$ cat src/hw/rtl/ngga_pkg.sv
package ngga_pkg;

   localparam logic [7:0] CHAR_LF     = 8'h0A;
   localparam logic [7:0] CHAR_COMMA  = 8'h2C;
   localparam logic [7:0] CHAR_DOT    = 8'h2E;
   localparam logic [7:0] CHAR_DOLLAR = 8'h24;
   localparam logic [7:0] CHAR_ZERO   = 8'h30;
   localparam logic [7:0] CHAR_NINE   = 8'h39;
   localparam logic [7:0] CHAR_G      = 8'h47;
   localparam logic [7:0] CHAR_N      = 8'h4E;
   localparam logic [7:0] CHAR_A      = 8'h41;
   localparam logic [7:0] CHAR_S      = 8'h53;
   localparam logic [7:0] CHAR_W      = 8'h57;

   localparam logic [2:0] HEADER_LEN = 3'd6;

   localparam logic [3:0] FIELD_LAT     = 4'd2;
   localparam logic [3:0] FIELD_LAT_DIR = 4'd3;
   localparam logic [3:0] FIELD_LON     = 4'd4;
   localparam logic [3:0] FIELD_LON_DIR = 4'd5;
   localparam logic [3:0] FIELD_MAX     = 4'd15;

   localparam logic [16:0] WHOLE_MAX = 17'd131071;

   // floor(w / 100) = (w * RECIP_100) >> 24 for every 17-bit w.
   localparam logic [17:0] RECIP_100 = 18'd167773;
   // floor(y / 3) = (y * RECIP_3) >> 21 for every y below 2^21.
   localparam logic [19:0] RECIP_3   = 20'd699051;
   localparam logic [33:0] DEG_SCALE = 34'd10000000;
   // Five thirds of 100000, whole part, for the minutes term.
   localparam logic [17:0] MIN_SCALE = 18'd166666;

   localparam logic [33:0] LAT_LIMIT = 34'd900000000;
   localparam logic [33:0] LON_LIMIT = 34'd1800000000;

   typedef struct packed {
      logic [16:0] whole;
      logic [16:0] frac;
      logic [2:0]  count;
      logic        in_frac;
      logic        neg;
   } coord_raw_type;

   typedef struct packed {
      coord_raw_type lat;
      coord_raw_type lon;
   } fix_type;

   typedef struct packed {
      logic [16:0] whole;
      logic [10:0] deg;
      logic [16:0] f5;
      logic        neg;
   } coord_s2_type;

   typedef struct packed {
      logic [6:0]  mm;
      logic [18:0] y;
      logic [33:0] degpart;
      logic        neg;
   } coord_s3_type;

   typedef struct packed {
      logic [17:0] q;
      logic [24:0] base;
      logic [33:0] degpart;
      logic        neg;
   } coord_s4_type;

   typedef struct packed {
      coord_s2_type lat;
      coord_s2_type lon;
   } s2_pair_type;

   typedef struct packed {
      coord_s3_type lat;
      coord_s3_type lon;
   } s3_pair_type;

   typedef struct packed {
      coord_s4_type lat;
      coord_s4_type lon;
   } s4_pair_type;

   function automatic logic [7:0] header_char(input logic [2:0] idx);
      logic [7:0] ch;
      case (idx)
         3'd0: ch = CHAR_DOLLAR;
         3'd1: ch = CHAR_G;
         3'd2: ch = CHAR_N;
         3'd3: ch = CHAR_G;
         3'd4: ch = CHAR_G;
         3'd5: ch = CHAR_A;
         default: ch = 8'h00;
      endcase
      return ch;
   endfunction

   // Factor that brings a fraction of count digits to five digits.
   function automatic logic [16:0] frac_scale(input logic [2:0] count);
      logic [16:0] f;
      case (count)
         3'd0: f = 17'd100000;
         3'd1: f = 17'd10000;
         3'd2: f = 17'd1000;
         3'd3: f = 17'd100;
         3'd4: f = 17'd10;
         3'd5: f = 17'd1;
         default: f = 17'd0;
      endcase
      return f;
   endfunction

   function automatic coord_raw_type take_digit(input coord_raw_type cur,
                                                input logic [7:0] ch,
                                                input logic [2:0] frac_limit);
      coord_raw_type nxt;
      logic [20:0]   v;
      logic [3:0]    d;
      nxt = cur;
      d   = ch[3:0];
      v   = 21'(cur.whole) * 21'd10 + 21'(d);
      if (ch >= CHAR_ZERO && ch <= CHAR_NINE) begin
         if (cur.in_frac) begin
            if (cur.count < frac_limit) begin
               nxt.frac  = 17'(cur.frac * 17'd10 + 17'(d));
               nxt.count = cur.count + 3'd1;
            end
         end else begin
            nxt.whole = (v > 21'(WHOLE_MAX)) ? WHOLE_MAX : v[16:0];
         end
      end else if (ch == CHAR_DOT) begin
         nxt.in_frac = 1'b1;
      end
      return nxt;
   endfunction

   function automatic coord_s2_type conv_stage2(input coord_raw_type r);
      coord_s2_type s;
      logic [34:0]  p_deg;
      logic [33:0]  p_frac;
      p_deg   = 35'(r.whole) * 35'(RECIP_100);
      p_frac  = 34'(r.frac) * 34'(frac_scale(r.count));
      s.whole = r.whole;
      s.deg   = p_deg[34:24];
      s.f5    = p_frac[16:0];
      s.neg   = r.neg;
      return s;
   endfunction

   function automatic coord_s3_type conv_stage3(input coord_s2_type r);
      coord_s3_type s;
      logic [16:0]  hundreds;
      hundreds  = 17'(17'(r.deg) * 17'd100);
      s.mm      = 7'(r.whole - hundreds);
      s.y       = 19'({s.mm, 1'b0}) + 19'(r.f5) * 19'd5;
      s.degpart = 34'(r.deg) * DEG_SCALE;
      s.neg     = r.neg;
      return s;
   endfunction

   function automatic coord_s4_type conv_stage4(input coord_s3_type r);
      coord_s4_type s;
      logic [38:0]  p_q;
      p_q       = 39'(r.y) * 39'(RECIP_3);
      s.q       = p_q[38:21];
      s.base    = 25'(r.mm) * 25'(MIN_SCALE);
      s.degpart = r.degpart;
      s.neg     = r.neg;
      return s;
   endfunction

   function automatic logic [31:0] conv_finish(input coord_s4_type r,
                                               input logic [33:0] limit);
      logic [33:0] mag;
      logic [33:0] sat;
      mag = r.degpart + 34'(r.base) + 34'(r.q);
      sat = (mag > limit) ? limit : mag;
      return r.neg ? (32'd0 - sat[31:0]) : sat[31:0];
   endfunction

endpackage

$ cat src/hw/rtl/ngga_parser.sv
module ngga_parser import ngga_pkg::*; #(
   parameter int LINE_MAX    = 99,
   parameter int FRAC_DIGITS = 5
) (
   input  logic       clock,
   input  logic       reset,
   input  logic       byte_valid,
   input  logic [7:0] byte_data,
   output logic       fix_valid,
   output fix_type    fix
);

   localparam int LEN_W = $clog2(LINE_MAX + 1);
   localparam logic [LEN_W-1:0] LEN_LIMIT = LEN_W'(LINE_MAX);
   localparam logic [2:0] FRAC_LIMIT = 3'(FRAC_DIGITS);

   logic [LEN_W-1:0] line_length_ff, line_length_in;
   logic [2:0]       match_count_ff, match_count_in;
   logic             matched_ff, matched_in;
   logic [3:0]       field_number_ff, field_number_in;
   logic             field_started_ff, field_started_in;
   coord_raw_type    lat_ff, lat_in;
   coord_raw_type    lon_ff, lon_in;

   always_comb begin
      line_length_in   = line_length_ff;
      match_count_in   = match_count_ff;
      matched_in       = matched_ff;
      field_number_in  = field_number_ff;
      field_started_in = field_started_ff;
      lat_in           = lat_ff;
      lon_in           = lon_ff;
      if (byte_valid) begin
         if (byte_data == CHAR_LF) begin
            line_length_in   = '0;
            match_count_in   = '0;
            matched_in       = 1'b0;
            field_number_in  = '0;
            field_started_in = 1'b0;
            lat_in           = '0;
            lon_in           = '0;
         end else if (line_length_ff < LEN_LIMIT) begin
            line_length_in = line_length_ff + LEN_W'(1);
            if (!matched_ff) begin
               if (byte_data == header_char(match_count_ff)) begin
                  match_count_in = match_count_ff + 3'd1;
               end else begin
                  match_count_in = (byte_data == CHAR_DOLLAR) ? 3'd1 : 3'd0;
               end
               if (match_count_in == HEADER_LEN) begin
                  matched_in     = 1'b1;
                  match_count_in = '0;
               end
            end
            if (byte_data == CHAR_COMMA) begin
               if (field_number_ff != FIELD_MAX) begin
                  field_number_in = field_number_ff + 4'd1;
               end
               field_started_in = 1'b0;
            end else begin
               case (field_number_ff)
                  FIELD_LAT: begin
                     lat_in = take_digit(lat_ff, byte_data, FRAC_LIMIT);
                  end
                  FIELD_LAT_DIR: begin
                     if (!field_started_ff) begin
                        lat_in.neg = (byte_data == CHAR_S);
                     end
                  end
                  FIELD_LON: begin
                     lon_in = take_digit(lon_ff, byte_data, FRAC_LIMIT);
                  end
                  FIELD_LON_DIR: begin
                     if (!field_started_ff) begin
                        lon_in.neg = (byte_data == CHAR_W);
                     end
                  end
                  default: begin
                  end
               endcase
               field_started_in = 1'b1;
            end
         end
      end
   end

   always_ff @(posedge clock) begin
      if (reset) begin
         line_length_ff   <= '0;
         match_count_ff   <= '0;
         matched_ff       <= 1'b0;
         field_number_ff  <= '0;
         field_started_ff <= 1'b0;
         lat_ff           <= '0;
         lon_ff           <= '0;
      end else begin
         line_length_ff   <= line_length_in;
         match_count_ff   <= match_count_in;
         matched_ff       <= matched_in;
         field_number_ff  <= field_number_in;
         field_started_ff <= field_started_in;
         lat_ff           <= lat_in;
         lon_ff           <= lon_in;
      end
   end

   assign fix_valid = byte_valid && (byte_data == CHAR_LF) && matched_ff
                      && ((lat_ff.whole != '0) || (lat_ff.frac != '0))
                      && ((lon_ff.whole != '0) || (lon_ff.frac != '0));
   assign fix.lat   = lat_ff;
   assign fix.lon   = lon_ff;

endmodule

$ cat src/hw/rtl/ngga_conv.sv
module ngga_conv import ngga_pkg::*; (
   input  logic        clock,
   input  logic        reset,
   input  logic        fix_valid,
   input  fix_type     fix,
   output logic        fix_ready,
   output logic        rsp_valid,
   input  logic        rsp_ready,
   output logic [30:0] rsp_latitude,
   output logic [31:0] rsp_longitude
);

   logic        v1_ff, v2_ff, v3_ff, v4_ff, v5_ff;
   logic        load1, load2, load3, load4, load5;
   fix_type     s1_ff;
   s2_pair_type s2_ff, s2_in;
   s3_pair_type s3_ff, s3_in;
   s4_pair_type s4_ff, s4_in;
   logic [31:0] lat_in, lon_in;
   logic [30:0] lat_ff;
   logic [31:0] lon_ff;

   // Each stage takes a new beat when it is empty or its successor moves on.
   assign load5 = !v5_ff || rsp_ready;
   assign load4 = !v4_ff || load5;
   assign load3 = !v3_ff || load4;
   assign load2 = !v2_ff || load3;
   assign load1 = !v1_ff || load2;

   assign s2_in.lat = conv_stage2(s1_ff.lat);
   assign s2_in.lon = conv_stage2(s1_ff.lon);
   assign s3_in.lat = conv_stage3(s2_ff.lat);
   assign s3_in.lon = conv_stage3(s2_ff.lon);
   assign s4_in.lat = conv_stage4(s3_ff.lat);
   assign s4_in.lon = conv_stage4(s3_ff.lon);
   assign lat_in    = conv_finish(s4_ff.lat, LAT_LIMIT);
   assign lon_in    = conv_finish(s4_ff.lon, LON_LIMIT);

   always_ff @(posedge clock) begin
      if (reset) begin
         v1_ff <= 1'b0;
         v2_ff <= 1'b0;
         v3_ff <= 1'b0;
         v4_ff <= 1'b0;
         v5_ff <= 1'b0;
      end else begin
         if (load1) begin
            v1_ff <= fix_valid;
         end
         if (load2) begin
            v2_ff <= v1_ff;
         end
         if (load3) begin
            v3_ff <= v2_ff;
         end
         if (load4) begin
            v4_ff <= v3_ff;
         end
         if (load5) begin
            v5_ff <= v4_ff;
         end
      end
   end

   always_ff @(posedge clock) begin
      if (load1) begin
         s1_ff <= fix;
      end
      if (load2) begin
         s2_ff <= s2_in;
      end
      if (load3) begin
         s3_ff <= s3_in;
      end
      if (load4) begin
         s4_ff <= s4_in;
      end
      if (load5) begin
         lat_ff <= lat_in[30:0];
         lon_ff <= lon_in;
      end
   end

   assign fix_ready     = load1;
   assign rsp_valid     = v5_ff;
   assign rsp_latitude  = lat_ff;
   assign rsp_longitude = lon_ff;

endmodule

$ cat src/hw/rtl/nmea_gga_position_parser.sv
// NMEA GGA position parser.
// The req channel carries one received ASCII character per beat. Lines that
// contain the $GNGGA header are split on commas, and at the newline the
// latitude and longitude fields are converted to signed degrees in units of
// 1e-7 degree.
// The rsp channel carries one beat per qualifying line, latitude in the low
// 31 bits and longitude above it.
// A character is taken every cycle while the receiver keeps up. The result of
// a line reaches rsp through the four conversion stages and the output
// register after its newline beat is taken.
// The conversion stages close up bubbles, so the output register and four
// stages hold up to five results while rsp_tready is low; once they are all
// full, req_tready falls until the receiver takes a beat.
// Reset clears the line state and empties the conversion stages.
module nmea_gga_position_parser import ngga_pkg::*; #(
   parameter int LINE_MAX    = 99,
   parameter int FRAC_DIGITS = 5
) (
   input  logic        clock,
   input  logic        reset,
   input  logic        req_tvalid,
   output logic        req_tready,
   input  logic [7:0]  req_tdata,   // [7:0] rx_byte
   output logic        rsp_tvalid,
   input  logic        rsp_tready,
   output logic [63:0] rsp_tdata    // [30:0] latitude, [62:31] longitude, [63] zero
);

   logic        req_accept;
   logic        fix_valid;
   fix_type     fix;
   logic [30:0] latitude;
   logic [31:0] longitude;

   assign req_accept = req_tvalid && req_tready;

   ngga_parser #(
      .LINE_MAX    (LINE_MAX),
      .FRAC_DIGITS (FRAC_DIGITS)
   ) u_parser (
      .clock      (clock),
      .reset      (reset),
      .byte_valid (req_accept),
      .byte_data  (req_tdata),
      .fix_valid  (fix_valid),
      .fix        (fix)
   );

   ngga_conv u_conv (
      .clock         (clock),
      .reset         (reset),
      .fix_valid     (fix_valid),
      .fix           (fix),
      .fix_ready     (req_tready),
      .rsp_valid     (rsp_tvalid),
      .rsp_ready     (rsp_tready),
      .rsp_latitude  (latitude),
      .rsp_longitude (longitude)
   );

   assign rsp_tdata = {1'b0, longitude, latitude};

endmodule

$ cat config.mk
export PLATFORM = sky130hd
export DESIGN_NAME = nmea_gga_position_parser
export DESIGN_NICKNAME = d
export VERILOG_FILES = /design/src/hw/rtl/ngga_pkg.sv /design/src/hw/rtl/ngga_parser.sv /design/src/hw/rtl/ngga_conv.sv /design/src/hw/rtl/nmea_gga_position_parser.sv
export SDC_FILE = /design/constraint.sdc
export NUM_CORES = 2
export LEC_CHECK = 0
export BUFFER_PORTS_ARGS = -buffer_cell sky130_fd_sc_hd__buf_2
export CORE_ASPECT_RATIO = 0.6
export CORE_UTILIZATION = 45
export CTS_BUF_LIST = sky130_fd_sc_hd__clkbuf_4 sky130_fd_sc_hd__clkbuf_8 sky130_fd_sc_hd__clkbuf_16
export DETAILED_ROUTE_END_ITERATION = 10
export GPL_ROUTABILITY_DRIVEN = 0
export SETUP_SLACK_MARGIN = 0.15
export SLEW_MARGIN = 15
export SYNTH_ARGS = -nofsm -noshare
export SYNTH_HDL_FRONTEND = slang
export SYNTH_SLANG_ARGS = --single-unit
$ cat constraint.sdc
create_clock -name clock -period 10.05 [get_ports clock]
set_input_delay 1.005 -clock clock [delete_from_list [all_inputs] [get_ports clock]]
set_output_delay 1.005 -clock clock [all_outputs]
set_load 0.02 [all_outputs]
==> results.py <==
metrics = {
    "sta": {
        "slew_violations": 0,
        "hold_viol": 0,
        "finClkSkew_ps": 64.7,
        "post-route-min-period_ps": 8040,
        "final-setup-viol-count": 0,
        "tns_ps": 0,
        "rsz0062_at_grt": "no",
        "slew_headroom_pct": 24.3,
        "period_share_pct": 80.0,
        "clock.fmax_mhz": 124,
        "holdWs_ps": 407,
        "worst_pin_slew_ps": 1130,
    },
    "critical_path": {
        "path_class": "reg2reg",
        "worstPathArrival_ps": 8520,
        "crit_required_ps": 10520,
        "path_max_fanout": 4,
        "rr_worst_depth": 22,
        "r2r-end": "u_conv.s4_ff[77]",
        "ff2ff_setup_slack_ps": 2010,
        "r2r_start": "u_conv.s3_ff[39]",
        "end_kind": "flip-flop",
        "worstSetupStartpointType": "flip-flop",
    },
    "clock_tree": {
        "htreeDepth": 2,
        "clkSlewWorstSetupHoldPaths_ps": 80,
        "cts_tree": "yes",
        "clock-root-buffer": "clkbuf_16",
        "cts.sinks": 558,
        "cts-buffers-inserted": 61,
        "cts_hold_buffers": 0,
        "clk_latency_ps": 720,
        "post-cts-setup-buffer-count": 0,
        "cts_buffer_depth": 3,
        "cts.repair.resized": 0,
    },
    "finish": {
        "regArea_um2": 15800,
        "multiInputGateArea_um2": 47500,
        "drive_gt1_share_pct": 4.57,
        "final_nets": 8754,
        "syn_to_final_growth_pct": 6.76,
        "post-route-util_pct": 48.6,
        "n_antenna_cell": 0,
        "fillers": 13900,
    },
    "min_path": {
        "min_from": "u_conv.s3_ff[94]",
        "min_path_cells": 0,
        "min_to": "u_conv.s4_ff[111]",
        "worstHoldPathType": "reg2reg",
    },
    "floorplanning": {
        "die_h_um": 305,
        "start_util_pct": 45.6,
        "io_pins": 78,
        "die_w_um": 506,
        "core-area_um2": 151000,
        "std_cell_rows": 110,
        "die_area_um2": 154000,
    },
    "routing": {
        "dr.pass1.iters": 5,
        "routed_wl_mm": 157,
        "via_per_inst": 5.28,
        "drcViolationCount": 0,
        "wl_met2_mm": 56.3,
        "wl_met1_mm": 89.5,
        "dr.first_iter.drc_count": 3431,
        "highest_layer": "met4",
        "ant_nets": 0,
        "wl_met3_mm": 9.50,
        "via_count": 46600,
        "post_drt_wl_per_cell_um": 17.8,
    },
    "logic_synthesis": {
        "netlist_instances": 6728,
        "ys.flop_type": "edfxtp_1",
        "synth_nets": 8724,
        "syn-mean-instance-area_um2": 10.2,
        "yosysWarnings": 0,
        "synth_cell_types": 108,
        "netlist_area_um2": 68700,
        "synth-seq-cells": 558,
        "async_reset_ff_share_pct": 0,
        "synth_edf_count": 459,
        "yosysSeqAreaShare_pct": 23.0,
    },
    "power_and_ir_drop": {
        "max-vdd-ir-drop_uv": 139,
        "power.density_nw_per_um2": 68.1,
        "p_leak_nw": 39.5,
        "p_total_mw": 4.99,
    },
    "place": {
        "io_buffers": 76,
        "dp_hpwl_mm": 131,
    },
    "global_routing": {
        "grt_first_pass_wirelength_mm": 253,
        "gr-total-overflow": 0,
        "grt_antenna_before_repair": 4,
        "grt.total_usage_pct": 20.4,
        "grt_max_degree": 78,
        "grt_pass1_vias": 46000,
    },
    "run": {
        "maxCapViolCount": 0,
    },
    "status": {
        "status": "complete, no violations",
    },
}
## kinds of logic (layout without fill, tap and decap cells)
| family | after synthesis | in the layout | share of synthesized area, % |
|---|---|---|---|
| and+or+nand+nor | 1372 | 1372 | 10.0 |
| muxes | 24 | 24 | 0.354 |
| other | 1 | 1 | 0.00546 |
| buffers and inverters | 1439 | 1522 | 7.93 |
| DFF | 558 | 558 | 23.0 |
| AOI/OAI and AO/OA | 966 | 966 | 9.66 |
| xor gates and xnor gates | 384 | 384 | 4.94 |
| adders and majority gates | 1984 | 1984 | 44.1 |
## final cells by class
cell class | count | share of cell area, %
clock buffers | 72 | 2.25
multi-input cells | 4731 | 64.8
flip-flops and latches | 558 | 21.5
inverters | 1306 | 6.69
well taps | 2016 | 3.44
repair buffers | 100 | 0.765
clock inverters | 44 | 0.556
## worst max-delay path by stage
stage,start,end,cells after the start
6_report,u_conv.s3_ff[39],u_conv.s4_ff[77],22
5_1_grt,u_conv.s3_ff[39],u_conv.s4_ff[77],22
4_1_cts,u_conv.s3_ff[39],u_conv.s4_ff[77],22
3_5_place_dp,u_conv.s3_ff[39],u_conv.s4_ff[77],22
3_3_place_gp,u_conv.s3_ff[39],u_conv.s4_ff[77],22
2_1_floorplan,u_conv.s3_ff[41],u_conv.s4_ff[77],22
## cells in the final DEF, fill, tap and decap left out, types with 50 or more instances in the layout
cell,instances
inv_1,1303
ha_1,1256
fa_1,728
edfxtp_1,459
nand2_1,352
nor2_1,293
a21oi_1,263
xnor2_1,258
o21ai_0,150
nand3_1,128
xor2_1,122
nor3_1,117
dfxtp_1,99
and2_1,95
a21o_1,83
buf_2,76
and3_1,71
clkbuf_16,63
nor2b_1,50
## critical path, stage by stage, from the launching register on
cell and delay (ps):
edfxtp_1 440, ha_1 390, fa_1 610, inv_1 120, fa_1 610, inv_1 130
fa_1 540, inv_1 50, fa_1 530, inv_1 60, fa_1 470, ha_1 310
and4_1 220, a2111oi_0 580, a211oi_1 160, a211oi_1 610, o211ai_1 240, a31oi_1 380
o21ai_0 330, a211oi_1 530, a21oi_1 190, a21oi_1 210, xnor2_1 80
## state kept, by name (all words and copies together), names as in the netlist, 7 cells and up
name,flops
u_conv.rsp_latitude,31
u_conv.rsp_longitude,32
u_conv.s1_ff,76
u_conv.s2_ff,72
u_conv.s3_ff,108
u_conv.s4_ff,140
u_parser.fix,78
u_parser.line_length_ff,7
## routing by layer
layer  GRT usage, %  vias to the layer above
met5              0                        -
met4           2.53                        0
met3           3.11                       89
met2           26.1                     1028
met1           35.5                    22600
li1               -                    22900
## through the flow
stage                     instance area, µm²  std cells  worst slack, ps
final                                  73300       8827             2010
after global routing                   73300       8827             1460
after CTS                              73300       8827             2030
after detailed placement               71200       8711             2070
after global placement                 71200       8711             2100
after floorplan                        68700       6728             3110
## report_power, final
| group | leakage, nW | internal [mW] | switching (mW) |
|---|---|---|---|
| registers | 6.46 | 2.47 | 0.00453 |
| logic | 32.1 | 0.0635 | 0.107 |
| clock network | 1.01 | 1.27 | 1.07 |
| total | 39.5 | 3.81 | 1.18 |
## synthesized netlist by cell type, drive strengths merged (18+ instances only)
| library cell | instances | share of area (%) |
|---|---|---|
| nor2 | 295 | 1.6 |
| or2 | 38 | 0.35 |
| buf | 25 | 0.20 |
| nor3b | 20 | 0.23 |
| and2 | 96 | 0.88 |
| nand4 | 37 | 0.34 |
| o21bai | 35 | 0.38 |
| xor2 | 124 | 1.6 |
| or3 | 41 | 0.39 |
| mux2i | 22 | 0.32 |
| a2111oi | 21 | 0.37 |
| ha | 1256 | 23 |
| o211ai | 44 | 0.50 |
| clkbuf | 108 | 0.59 |
| and3 | 73 | 0.67 |
| a211oi | 27 | 0.32 |
| o21a | 47 | 0.51 |
| nor2b | 50 | 0.46 |
| inv | 1306 | 7.1 |
| o31ai | 18 | 0.20 |
| xnor2 | 260 | 3.3 |
| fa | 728 | 21 |
| nand3 | 131 | 0.97 |
| a21oi | 266 | 2.0 |
| a221o | 38 | 0.55 |
| dfxtp | 99 | 2.9 |
| o21ai | 164 | 1.2 |
| nand2 | 354 | 1.9 |
| nand2b | 30 | 0.27 |
| edfxtp | 459 | 20 |
| nor4 | 40 | 0.43 |
| a31oi | 36 | 0.33 |
| a21o | 83 | 0.91 |
| nor3 | 117 | 0.85 |
Power figures use the tool's default switching activity.
